==> config.mk <==
export PLATFORM = sky130hd
export DESIGN_NAME = packet_slot_fifo_top
export DESIGN_NICKNAME = d
export VERILOG_FILES = /design/src/hdl/psf_pkg.sv /design/src/hdl/psf_ram.sv /design/src/hdl/psf_rsp_queue.sv /design/src/hdl/packet_slot_fifo_top.sv
export SDC_FILE = /design/constraint.sdc
export NUM_CORES = 2
export LEC_CHECK = 0
export BUFFER_PORTS_ARGS = -buffer_cell sky130_fd_sc_hd__clkbuf_2
export CORE_MARGIN = 2
export CORE_UTILIZATION = 55
export DETAILED_ROUTE_END_ITERATION = 8
export PLACE_DENSITY = 0.71
export SYNTH_ARGS = -nofsm -noshare
export SYNTH_HDL_FRONTEND = slang
export SYNTH_SLANG_ARGS = --single-unit
==> constraint.sdc <==
create_clock -name clock -period 5.9 [get_ports clock]
set_input_delay 0.885 -clock clock [delete_from_list [all_inputs] [get_ports clock]]
set_output_delay 0.885 -clock clock [all_outputs]
set_load 0.02 [all_outputs]
==> src/hdl/psf_pkg.sv <==
// Package for the packet slot FIFO: request and response payload types,
// status and kind codes, fixed field widths. No dependencies.
package psf_pkg;

   localparam int LIMIT_W   = 8;
   localparam int PKT_LEN_W = 5;
   localparam int STATUS_W  = 3;

   localparam logic KIND_PUSH = 1'b0;
   localparam logic KIND_POP  = 1'b1;

   localparam logic [STATUS_W-1:0] STATUS_DATA     = 3'd0;
   localparam logic [STATUS_W-1:0] STATUS_ACCEPT   = 3'd1;
   localparam logic [STATUS_W-1:0] STATUS_FULL     = 3'd2;
   localparam logic [STATUS_W-1:0] STATUS_OVERLONG = 3'd3;
   localparam logic [STATUS_W-1:0] STATUS_EMPTY    = 3'd4;
   localparam logic [STATUS_W-1:0] STATUS_TOOBIG   = 3'd5;

   localparam logic [LIMIT_W-1:0] READ_LIMIT_RESET = 8'd32;

   typedef struct packed {
      logic       kind;
      logic [7:0] data_byte;
      logic       last;
   } req_type;

   typedef struct packed {
      logic [7:0]           out_byte;
      logic                 out_last;
      logic [STATUS_W-1:0]  status;
      logic [PKT_LEN_W-1:0] packet_length;
   } rsp_type;

endpackage

==> src/hdl/psf_ram.sv <==
// Generic simple dual-port RAM: one write port, one read port with
// registered read data. No dependencies.
module psf_ram #(
   parameter int WIDTH = 8,
   parameter int DEPTH = 256
) (
   input  logic                     clock,
   input  logic                     wr_en,
   input  logic [$clog2(DEPTH)-1:0] wr_addr,
   input  logic [WIDTH-1:0]         wr_data,
   input  logic [$clog2(DEPTH)-1:0] rd_addr,
   output logic [WIDTH-1:0]         rd_data
);

   logic [WIDTH-1:0] mem_ff [DEPTH];
   logic [WIDTH-1:0] rd_data_ff;

   always_ff @(posedge clock) begin
      if (wr_en) begin
         mem_ff[wr_addr] <= wr_data;
      end
      rd_data_ff <= mem_ff[rd_addr];
   end

   assign rd_data = rd_data_ff;

endmodule

==> src/hdl/psf_rsp_queue.sv <==
// Two-entry response queue that decouples result generation from the
// consumer's ready. Depends on psf_pkg.
module psf_rsp_queue (
   input  logic              clock,
   input  logic              reset,
   input  logic              push_valid,
   input  psf_pkg::rsp_type  push_data,
   output logic              rsp_valid,
   input  logic              rsp_ready,
   output psf_pkg::rsp_type  rsp_data,
   output logic [1:0]        count
);
   import psf_pkg::*;

   rsp_type    entry_ff [2];
   logic       wr_ptr_ff, wr_ptr_in;
   logic       rd_ptr_ff, rd_ptr_in;
   logic [1:0] count_ff, count_in;
   logic       pop;

   assign rsp_valid = (count_ff != 2'd0);
   assign rsp_data  = entry_ff[rd_ptr_ff];
   assign count     = count_ff;
   assign pop       = rsp_valid & rsp_ready;

   always_comb begin
      wr_ptr_in = push_valid ? ~wr_ptr_ff : wr_ptr_ff;
      rd_ptr_in = pop ? ~rd_ptr_ff : rd_ptr_ff;
      count_in  = count_ff + 2'(push_valid) - 2'(pop);
   end

   always_ff @(posedge clock) begin
      if (reset) begin
         wr_ptr_ff <= 1'b0;
         rd_ptr_ff <= 1'b0;
         count_ff  <= 2'd0;
      end else begin
         wr_ptr_ff <= wr_ptr_in;
         rd_ptr_ff <= rd_ptr_in;
         count_ff  <= count_in;
      end
   end

   always_ff @(posedge clock) begin
      if (push_valid) begin
         entry_ff[wr_ptr_ff] <= push_data;
      end
   end

endmodule

==> src/hdl/packet_slot_fifo_top.sv <==
// Packet slot FIFO top level: slot byte RAM, slot length RAM, pop sequencer
// and response queue. Depends on psf_pkg, psf_ram and psf_rsp_queue.
//
// A push transfer stores its byte into the tail slot of the byte RAM when
// the ring has room and the slot has space; only the final byte of a
// packet yields a response. A pop transfer on an empty ring answers at
// once. Otherwise the length of the oldest slot is fetched from the length
// RAM through its registered read, then the packet streams out one byte per
// cycle from the byte RAM's read port; the pop holds the request side until
// the packet has streamed out or is dropped as too large. Results pass
// through a two-entry queue so the block keeps working while a finished
// result waits; a stalled consumer pauses the byte stream.
// No clearing pass follows reset: a slot is only read after it was written.
module packet_slot_fifo_top #(
   parameter int SLOTS      = 8,
   parameter int SLOT_BYTES = 32
) (
   input  logic                          clock,
   input  logic                          reset,
   input  logic                          req_valid,
   output logic                          req_ready,
   input  psf_pkg::req_type              req_data,
   output logic                          rsp_valid,
   input  logic                          rsp_ready,
   output psf_pkg::rsp_type              rsp_data,
   input  logic                          csr_we,
   input  logic [psf_pkg::LIMIT_W-1:0]   csr_wdata
);
   import psf_pkg::*;

   localparam int MAX_LEN = SLOT_BYTES - 1;
   localparam int SLOT_W  = $clog2(SLOTS);
   localparam int USED_W  = $clog2(SLOTS + 1);
   localparam int OFF_W   = $clog2(SLOT_BYTES + 1);
   localparam int LEN_W   = $clog2(SLOT_BYTES);
   localparam int ADDR_W  = $clog2(SLOTS * SLOT_BYTES);

   typedef enum logic [2:0] {
      ST_IDLE = 3'b001,
      ST_LEN  = 3'b010,
      ST_RUN  = 3'b100
   } state_type;

   state_type           state_ff, state_in;
   logic [SLOT_W-1:0]   head_ff, head_in;
   logic [SLOT_W-1:0]   tail_ff, tail_in;
   logic [USED_W-1:0]   used_ff, used_in;
   logic [OFF_W-1:0]    wo_ff, wo_in;
   logic                blocked_ff, blocked_in;
   logic [LIMIT_W-1:0]  limit_ff;
   logic [ADDR_W-1:0]   base_ff, base_in;
   logic [LEN_W-1:0]    len_ff, len_in;
   logic [LEN_W-1:0]    k_ff, k_in;
   logic                s1_valid_ff, s1_valid_in;
   logic                s1_ram_ff, s1_ram_in;
   rsp_type             s1_rsp_ff, s1_rsp_in;

   logic                req_fire;
   logic                out_fire;
   logic                credit;
   logic [1:0]          q_count;
   logic                has_room;
   logic                blocked_now;
   logic [OFF_W-1:0]    wo_inc;
   logic                fits;
   logic                too_big;
   logic                run_last;
   logic                byte_we;
   logic [ADDR_W-1:0]   byte_wr_addr;
   logic [ADDR_W-1:0]   byte_rd_addr;
   logic [7:0]          byte_rdata;
   logic                len_we;
   logic [LEN_W-1:0]    len_rdata;
   rsp_type             q_push_data;

   // A result may enter the pipe only if the queue can still absorb it.
   assign out_fire  = rsp_valid & rsp_ready;
   assign credit    = ((3'(q_count) + 3'(s1_valid_ff)) < 3'd2) | out_fire;
   assign req_ready = (state_ff == ST_IDLE) & credit;
   assign req_fire  = req_valid & req_ready;

   assign has_room    = used_ff < USED_W'(SLOTS);
   assign blocked_now = blocked_ff | ~has_room;
   assign wo_inc      = (wo_ff < OFF_W'(SLOT_BYTES)) ? wo_ff + OFF_W'(1) : wo_ff;
   assign fits        = wo_inc <= OFF_W'(MAX_LEN);

   assign byte_we      = req_fire & (req_data.kind == KIND_PUSH) & has_room
                         & (wo_ff < OFF_W'(MAX_LEN));
   assign byte_wr_addr = ADDR_W'(tail_ff) * ADDR_W'(SLOT_BYTES) + ADDR_W'(wo_ff);
   assign byte_rd_addr = base_ff + ADDR_W'(k_ff);
   assign len_we       = req_fire & (req_data.kind == KIND_PUSH) & req_data.last
                         & ~blocked_now & fits;

   assign too_big  = ((LIMIT_W + 1)'(len_ff) > (LIMIT_W + 1)'(limit_ff))
                     | (len_ff == LEN_W'(0));
   assign run_last = ((LEN_W + 1)'(k_ff) + (LEN_W + 1)'(1)) == (LEN_W + 1)'(len_ff);

   always_comb begin
      state_in    = state_ff;
      head_in     = head_ff;
      tail_in     = tail_ff;
      used_in     = used_ff;
      wo_in       = wo_ff;
      blocked_in  = blocked_ff;
      base_in     = base_ff;
      len_in      = len_ff;
      k_in        = k_ff;
      s1_valid_in = 1'b0;
      s1_ram_in   = 1'b0;
      s1_rsp_in   = '0;
      s1_rsp_in.out_last = 1'b1;

      unique case (state_ff)
         ST_IDLE: begin
            if (req_fire) begin
               if (req_data.kind == KIND_PUSH) begin
                  wo_in      = wo_inc;
                  blocked_in = blocked_now;
                  if (req_data.last) begin
                     s1_valid_in = 1'b1;
                     s1_rsp_in.packet_length = fits ? PKT_LEN_W'(wo_inc) : '0;
                     if (blocked_now) begin
                        s1_rsp_in.status = STATUS_FULL;
                     end else if (!fits) begin
                        s1_rsp_in.status = STATUS_OVERLONG;
                     end else begin
                        s1_rsp_in.status = STATUS_ACCEPT;
                        tail_in = (tail_ff == SLOT_W'(SLOTS - 1)) ? '0 : tail_ff + SLOT_W'(1);
                        used_in = used_ff + USED_W'(1);
                     end
                     wo_in      = '0;
                     blocked_in = 1'b0;
                  end
               end else if (used_ff == '0) begin
                  s1_valid_in      = 1'b1;
                  s1_rsp_in.status = STATUS_EMPTY;
               end else begin
                  // Length RAM reads the head slot this cycle.
                  base_in  = ADDR_W'(head_ff) * ADDR_W'(SLOT_BYTES);
                  head_in  = (head_ff == SLOT_W'(SLOTS - 1)) ? '0 : head_ff + SLOT_W'(1);
                  used_in  = used_ff - USED_W'(1);
                  state_in = ST_LEN;
               end
            end
         end
         ST_LEN: begin
            len_in   = len_rdata;
            k_in     = '0;
            state_in = ST_RUN;
         end
         ST_RUN: begin
            if (credit) begin
               s1_valid_in             = 1'b1;
               s1_rsp_in.packet_length = PKT_LEN_W'(len_ff);
               if (too_big) begin
                  s1_rsp_in.status = STATUS_TOOBIG;
                  state_in         = ST_IDLE;
               end else begin
                  // Byte k is read now; its data lands with the s1 stage.
                  s1_ram_in          = 1'b1;
                  s1_rsp_in.status   = STATUS_DATA;
                  s1_rsp_in.out_last = run_last;
                  k_in               = k_ff + LEN_W'(1);
                  if (run_last) begin
                     state_in = ST_IDLE;
                  end
               end
            end
         end
         default: begin
            state_in = ST_IDLE;
         end
      endcase
   end

   always_ff @(posedge clock) begin
      if (reset) begin
         state_ff    <= ST_IDLE;
         head_ff     <= '0;
         tail_ff     <= '0;
         used_ff     <= '0;
         wo_ff       <= '0;
         blocked_ff  <= 1'b0;
         limit_ff    <= READ_LIMIT_RESET;
         k_ff        <= '0;
         s1_valid_ff <= 1'b0;
      end else begin
         state_ff    <= state_in;
         head_ff     <= head_in;
         tail_ff     <= tail_in;
         used_ff     <= used_in;
         wo_ff       <= wo_in;
         blocked_ff  <= blocked_in;
         k_ff        <= k_in;
         s1_valid_ff <= s1_valid_in;
         if (csr_we) begin
            limit_ff <= csr_wdata;
         end
      end
   end

   always_ff @(posedge clock) begin
      base_ff   <= base_in;
      len_ff    <= len_in;
      s1_ram_ff <= s1_ram_in;
      s1_rsp_ff <= s1_rsp_in;
   end

   psf_ram #(
      .WIDTH (8),
      .DEPTH (SLOTS * SLOT_BYTES)
   ) u_byte_ram (
      .clock   (clock),
      .wr_en   (byte_we),
      .wr_addr (byte_wr_addr),
      .wr_data (req_data.data_byte),
      .rd_addr (byte_rd_addr),
      .rd_data (byte_rdata)
   );

   psf_ram #(
      .WIDTH (LEN_W),
      .DEPTH (SLOTS)
   ) u_len_ram (
      .clock   (clock),
      .wr_en   (len_we),
      .wr_addr (tail_ff),
      .wr_data (LEN_W'(wo_inc)),
      .rd_addr (head_ff),
      .rd_data (len_rdata)
   );

   always_comb begin
      q_push_data = s1_rsp_ff;
      if (s1_ram_ff) begin
         q_push_data.out_byte = byte_rdata;
      end
   end

   psf_rsp_queue u_rsp_queue (
      .clock      (clock),
      .reset      (reset),
      .push_valid (s1_valid_ff),
      .push_data  (q_push_data),
      .rsp_valid  (rsp_valid),
      .rsp_ready  (rsp_ready),
      .rsp_data   (rsp_data),
      .count      (q_count)
   );

   a_used_bound: assert property (@(posedge clock) disable iff (reset)
      used_ff <= USED_W'(SLOTS))
      else $error("slot count exceeds ring size");

   a_ring_ptrs: assert property (@(posedge clock) disable iff (reset)
      (used_ff == '0 || used_ff == USED_W'(SLOTS)) |-> head_ff == tail_ff)
      else $error("head and tail disagree with slot count");

   a_queue_room: assert property (@(posedge clock) disable iff (reset)
      (3'(q_count) + 3'(s1_valid_ff)) <= 3'd2)
      else $error("response queue overcommitted");

   a_pop_fetch: assert property (@(posedge clock) disable iff (reset)
      (req_fire && req_data.kind == KIND_POP && used_ff != '0) |=> state_ff == ST_LEN)
      else $error("pop of a stored packet did not fetch its length");

   a_run_index: assert property (@(posedge clock) disable iff (reset)
      (state_ff == ST_RUN && k_ff != '0) |-> k_ff < len_ff)
      else $error("byte index ran past packet length");

endmodule

# Word level (Yosys, flattened, before mapping)

Memory sizes are Yosys's and may differ from the RTL's. A register that Yosys moved wholly into a read port is not among the register bits.
Index checks and enable logic that the tools add are counted.

Multipliers: 0
Add/sub/neg operators: 12
Reductions and logical operators: 14
Multiplexer cells: 47
$lt $le $gt $ge: 6
Bitwise logic cells: 20
Shift operators: 0
Divide/modulo/power cells: 0
Equal/unequal tests: 14

Operators by type and width:

| operator            | number |
|---|---|
| $mux 3              | 11 |
| $mux 8              | 3 |
| $mux 4              | 5 |
| $mux 5              | 4 |
| $pmux 8 s2          | 1 |
| $mux 1              | 15 |
| $ne 2x2->1 const B  | 7 |
| $mux 6              | 2 |
| $reduce_and 6->1    | 2 |
| $pmux 5 s2          | 1 |
| $and 1x1->1         | 9 |
| $eq 3x3->1 const B  | 3 |
| $pmux 3 s3          | 1 |
| $add 8x5->8         | 1 |
| $add 8x6->8         | 1 |
| $gt 5x8->1          | 1 |
| $not 1->1           | 8 |
| $reduce_bool 2->1   | 4 |
| $mux 7              | 1 |
| $add 3x1->3 const B | 2 |
| $add 5x1->6 const B | 1 |
| $add 6x1->6 const B | 1 |
| $eq 6x5->1          | 1 |
| $le 6x5->1 const B  | 1 |
| 23 further kinds    | 27 |

Register bits after elaboration: 56
Memories: 3
Logic and storage cells: 134
Bits in latches: 0
Output and inout bits: 19
Memory bits (read-only): 0
RAM bits: 2122
Input port bits: 23

Memory list:

| memory               | words | width | read ports | clocked after Yosys merged registers in | write ports | line                | text |
|---|---|---|---|---|---|---|---|
| u_byte_ram.mem_ff    | 256   | 8     | 1          | 1                                       | 1           | psf_ram.sv:15       | `logic [WIDTH-1:0] mem_ff [DEPTH];` |
| u_len_ram.mem_ff     | 8     | 5     | 1          | 1                                       | 1           | psf_ram.sv:15       |  |
| u_rsp_queue.entry_ff | 2     | 17    | 1          | 1                                       | 1           | psf_rsp_queue.sv:15 | `rsp_type entry_ff [2];` |

# Logic depth before layout (Yosys ltp)

Depth after elaboration: 11
Depth in mapped cells: 12
Depth with buffers taken out: 8

# Hierarchy

A second synthesis with hierarchy kept.

Cell total of the unflattened synthesis: 4160
Area total of the unflattened synthesis: 85381.9 um^2

By module, submodules not included:

| module               | instances | area an instance (um^2) | cells an instance | seq. area each (um^2) |
|---|---|---|---|---|
| psf_ram (u_byte_ram) | 1         | 79556.3                 | 3733              | 61659.1 |
| packet_slot_fifo_top | 1         | 2606.2                  | 277               | 1121.1 |
| psf_ram (u_len_ram)  | 1         | 1694.1                  | 75                | 1301.2 |
| psf_rsp_queue        | 1         | 1525.2                  | 75                | 1121.1 |

# Worst setup path before layout

No wires, ideal clock.

Path kind: input -> register
From: input port req_valid
To: memory u_byte_ram.mem_ff[176][0], enable pin
Path slack: 2.965 ns
Setup time: 0.370 ns
Buffers on the path: 1
Data arrival time: 2.565 ns
Data required time: 5.530 ns
Stages: 7
Cells stage by stage: nor2b_1 -> o211ai_1 -> nand3b_1 -> nor3_1 -> nand3_1 -> clkbuf_1 -> nor2_1

Cells in the longest elaborated chain, start to end: 6

Ends and longest elaborated chain:

| element                      | line                       | text |
|---|---|---|
| start, declared              | packet_slot_fifo_top.sv:20 | `input logic req_valid,` |
| $and 1x1->1                  | packet_slot_fifo_top.sv:80 | `assign req_fire = req_valid & req_ready;` |
| $and 1x1->1 (2 in a row)     | packet_slot_fifo_top.sv:87 | `assign byte_we = req_fire & (req_data.kind == KIND_PUSH) & has_room` |
| $and 1x1->1                  | packet_slot_fifo_top.sv:88 | `& (wo_ff < OFF_W'(MAX_LEN));` |
| $mux 1                       | psf_ram.sv:19              | `if (wr_en) begin` |
| $mux 1 (implied by the code) | psf_ram.sv:20              | `mem_ff[wr_addr] <= wr_data;` |
| end, declared                | psf_ram.sv:15              |  |

No other way between the ends.

# Final worst setup path

From: register k_ff[0]
To: register u_byte_ram.rd_data_ff[4], in the netlist u_byte_ram.rd_data[4] (read register of u_byte_ram.mem_ff)

Cells in the longest elaborated chain, start to end: 1

Ends and longest elaborated chain:

| element                | line                        | text |
|---|---|---|
| start, declared        | packet_slot_fifo_top.sv:53  | `logic [LEN_W-1:0] k_ff, k_in;` |
| start signal, assigned | packet_slot_fifo_top.sv:194 | `k_ff <= k_in;` |
| $add 8x5->8            | packet_slot_fifo_top.sv:90  | `assign byte_rd_addr = base_ff + ADDR_W'(k_ff);` |
| end, declared          | psf_ram.sv:16               | `logic [WIDTH-1:0] rd_data_ff;` |

No other way between the ends.
A chain may end at the register's enable or synchronous reset.

==> results.py <==
metrics = {
    "cts": {
        "cts_htree_levels": 4,
        "cts_setup_buffers": 0,
        "clk_pin_slew_ns": 0.06,
        "clkSinkCount": 2192,
        "tritoncts": "built",
        "root_buffer": "clkbuf_16",
        "hold_buffers": 0,
        "cts_buffer_depth": 3,
        "ctsResizeCount": 0,
        "clock_latency_ns": 0.83,
        "cts_buffers": 201,
    },
    "timing": {
        "setup_tns_ns": 0,
        "slew_headroom_pct": -1.70,
        "finalCritPeriodShare_pct": 70.4,
        "slew_viol_final": 5,
        "fmax_ghz": 0.241,
        "skew_ns": 0.0336,
        "hold_viol": 0,
        "min_period_ns": 4.16,
        "setup_viol": 0,
        "setup_slack_ns": 1.74,
        "rsz0062_at_grt": "no",
        "tightest_slew_ns": 1.51,
    },
    "synth": {
        "synthArstFlopShare_pct": 0,
        "synthFlopType": "edfxtp_1",
        "syn_inst": 4098,
        "synth_fp_nets": 4143,
        "ys_ff_latch": 2192,
        "synth_enable_flop_cells": 2130,
        "synth_cell_types": 62,
        "synth-seq-area-share_pct": 76.8,
        "yosys_warnings": 0,
        "avgSynthCellArea_sq_um": 20.7,
        "syn_area_sq_mm": 0.0849,
    },
    "placement": {
        "place_area_sq_mm": 0.0874,
        "dpl.hpwl_microns": 123000,
        "place.port_buffers": 41,
        "preCtsSetupSlack_ns": 1.43,
        "gp_congestion": 0.856,
    },
    "routing": {
        "drtPass1Iterations": 6,
        "detail-route-antenna-nets": 0,
        "avgViaCountPerCell": 6.64,
        "route.detailed.drc": 0,
        "drt_wl_total_microns": 210000,
        "drtIter0Drc": 6098,
        "vias": 42700,
        "wire_per_inst_microns": 32.8,
    },
    "floorplan": {
        "coreArea_sq_mm": 0.154,
        "boundaryPins": 42,
        "num_rows": 144,
        "start_util_pct": 55.2,
        "die_area_sq_mm": 0.157,
        "die_w_microns": 397,
        "fp.dieH_microns": 397,
    },
    "setup_path": {
        "worstPathRequired_ns": 6.56,
        "reg2reg_from": "k_ff[0]",
        "startpoint_type": "register",
        "cp_max_fo": 28,
        "crit_arrival_ns": 4.81,
        "path_class": "register to register",
        "critPathCaptureType": "register",
        "rrSetupSlack_ns": 1.74,
        "cp-startpoint": "k_ff[0]",
    },
    "grt": {
        "antenna_found_initial": 7,
        "track_usage_pct": 26.9,
        "grt_overflow": 0,
        "grt_start_max_net_pins": 130,
        "grt_pass1_wl_microns": 302000,
        "first_global_vias": 42000,
    },
    "run_status": {
        "violations": "max-capacitance violations, max-slew violations",
        "status": "complete, but fails checks",
    },
    "layout": {
        "final_area_sq_mm": 0.0940,
        "syn_to_final_growth_pct": 10.8,
        "final_util_pct": 61.2,
        "fillers": 10300,
        "drive_above_1_share_pct": 22.3,
        "fin_nets": 4241,
    },
    "power_and_ir_drop": {
        "powerDensity_mw_per_mm2": 333,
        "vdd_drop_max_mv": 0.256,
        "p_leak_nw": 28.2,
    },
    "worst_hold_path": {
        "min_from": "csr_wdata[5]",
        "hp-class": "input pin to register",
    },
    "flow_run": {
        "maxCapViolCount": 1,
    },
}
[placed cells by master (no fill, tap or decap), types with 36 or more instances in the layout]
master	n
a21oi_1	106
clkinv_2	40
mux4_2	469
buf_4	78
dfxtp_1	58
clkinv_1	55
nor2_1	310
o22ai_1	36
nand2_1	41
nor3_1	45
edfxtp_1	2130
mux2i_1	133
clkbuf_16	206
a22oi_1	145
[cell usage after synthesis, types with 3 or more instances]
cell / count / area share [%]
o22ai_1: 36 / 0.27
nand4_1: 4 / 0.029
o21ai_0: 13 / 0.077
o2111ai_1: 7 / 0.072
o221ai_1: 33 / 0.34
and2_1: 16 / 0.12
o211ai_1: 7 / 0.062
buf_4: 29 / 0.26
nor3b_1: 3 / 0.027
ha_1: 21 / 0.31
and3_1: 5 / 0.037
xor2_1: 7 / 0.072
nand2b_1: 10 / 0.074
nor2b_1: 17 / 0.13
dfxtp_1: 62 / 1.5
buf_8: 4 / 0.071
buf_12: 6 / 0.14
clkbuf_1: 103 / 0.46
mux2i_1: 133 / 1.6
o32ai_1: 11 / 0.11
nor2_1: 311 / 1.4
a21oi_1: 106 / 0.62
xnor2_1: 13 / 0.13
nand3_1: 13 / 0.077
a31oi_1: 7 / 0.052
nor4_1: 26 / 0.19
or2_2: 6 / 0.044
a22oi_1: 145 / 1.3
mux4_2: 469 / 12
buf_1: 12 / 0.053
nand3b_1: 4 / 0.035
nand2_1: 56 / 0.25
a221oi_1: 21 / 0.22
edfxtp_1: 2130 / 75
mux2_2: 34 / 0.45
or4_1: 3 / 0.027
a211oi_1: 4 / 0.035
buf_2: 66 / 0.39
a211o_1: 4 / 0.041
inv_1: 21 / 0.093
buf_6: 26 / 0.34
nor3_1: 45 / 0.27
o31ai_1: 4 / 0.035
a22o_1: 21 / 0.22
[through the flow]
step | power (W) | instances | hold WS, ns
2_1_floorplan | 0.0179 | 4098 | 0.386
4_1_cts | 0.0314 | 6414 | 0.238
5_1_grt | 0.0321 | 6414 | 0.297
6_report | 0.0313 | 6421 | 0.294
3_3_place_gp | 0.0185 | 6037 | 0.392
3_5_place_dp | 0.0185 | 6037 | 0.390
[area by class of cell]
cell class	instances	area (sq um)	share of cell area [%]
tap	2044	2560	2.72
timing repair buffer	141	1310	1.39
antenna	7	17.5	0.0186
multi-input combinational	1639	18200	19.4
clock inverter	146	1400	1.49
clock buffer	231	5260	5.59
sequential	2192	65200	69.3
inverter	21	78.8	0.0838
[final timing paths]
check	endpoint	cells past startpoint
max	u_byte_ram.rd_data[4]	7
min	limit_ff[5]	3
max reg2reg	u_byte_ram.rd_data[4]	7
min reg2reg	len_ff[4]	0
[power breakdown]
| group | internal (W) | switching (W) |
|---|---|---|
| logic | 0.000247 | 0.000687 |
| registers | 0.0171 | 0.000101 |
| clock network | 0.00748 | 0.00564 |
[sequential cells by signal, summed over array words and instances, names as in the netlist, 2 cells and up, named ones only]
register and flops:
u_byte_ram.rd_data 8, u_byte_ram.mem_ff 2048, limit_ff 8, wo_ff 6, u_rsp_queue.entry_ff 34, state_ff 3, used_ff 4, u_len_ram.mem_ff 40
k_ff 5, head_ff 3, tail_ff 3, u_len_ram.rd_data 5, u_rsp_queue.count 2, base_ff 3, q_push_data 9, len_ff 5
[kinds of logic after synthesis]
group / Yosys count / share of synthesized area (%)
xor+xnor: 20 / 0.206
fa+ha+maj: 22 / 0.333
buf+inv: 267 / 1.80
simple gates: 526 / 2.75
mux: 637 / 14.5
flops: 2192 / 76.8
compound gates: 434 / 3.60
[critical path, cell delays in order, from the launching register on]
cell      delay (ns)
dfxtp_4         0.89
buf_4           0.45
mux4_2          0.55
a22o_1          0.25
a221oi_1        0.58
o32ai_1         0.20
nor3_1          0.84
nor4_1          0.14
[layer usage]
layer | wire length [microns] | GRT usage, % | share of wire, % | vias to the layer above
met1 | 80600 | 38.5 | 38 | 22200
met5 | 41 | 0 | 0.019 | -
met2 | 99400 | 41.2 | 47 | 2763
met4 | 7090 | 9.70 | 3.4 | 6
met3 | 23300 | 6.17 | 11 | 398
li1 | - | - | - | 17300
Power figures use the tool's default switching activity.
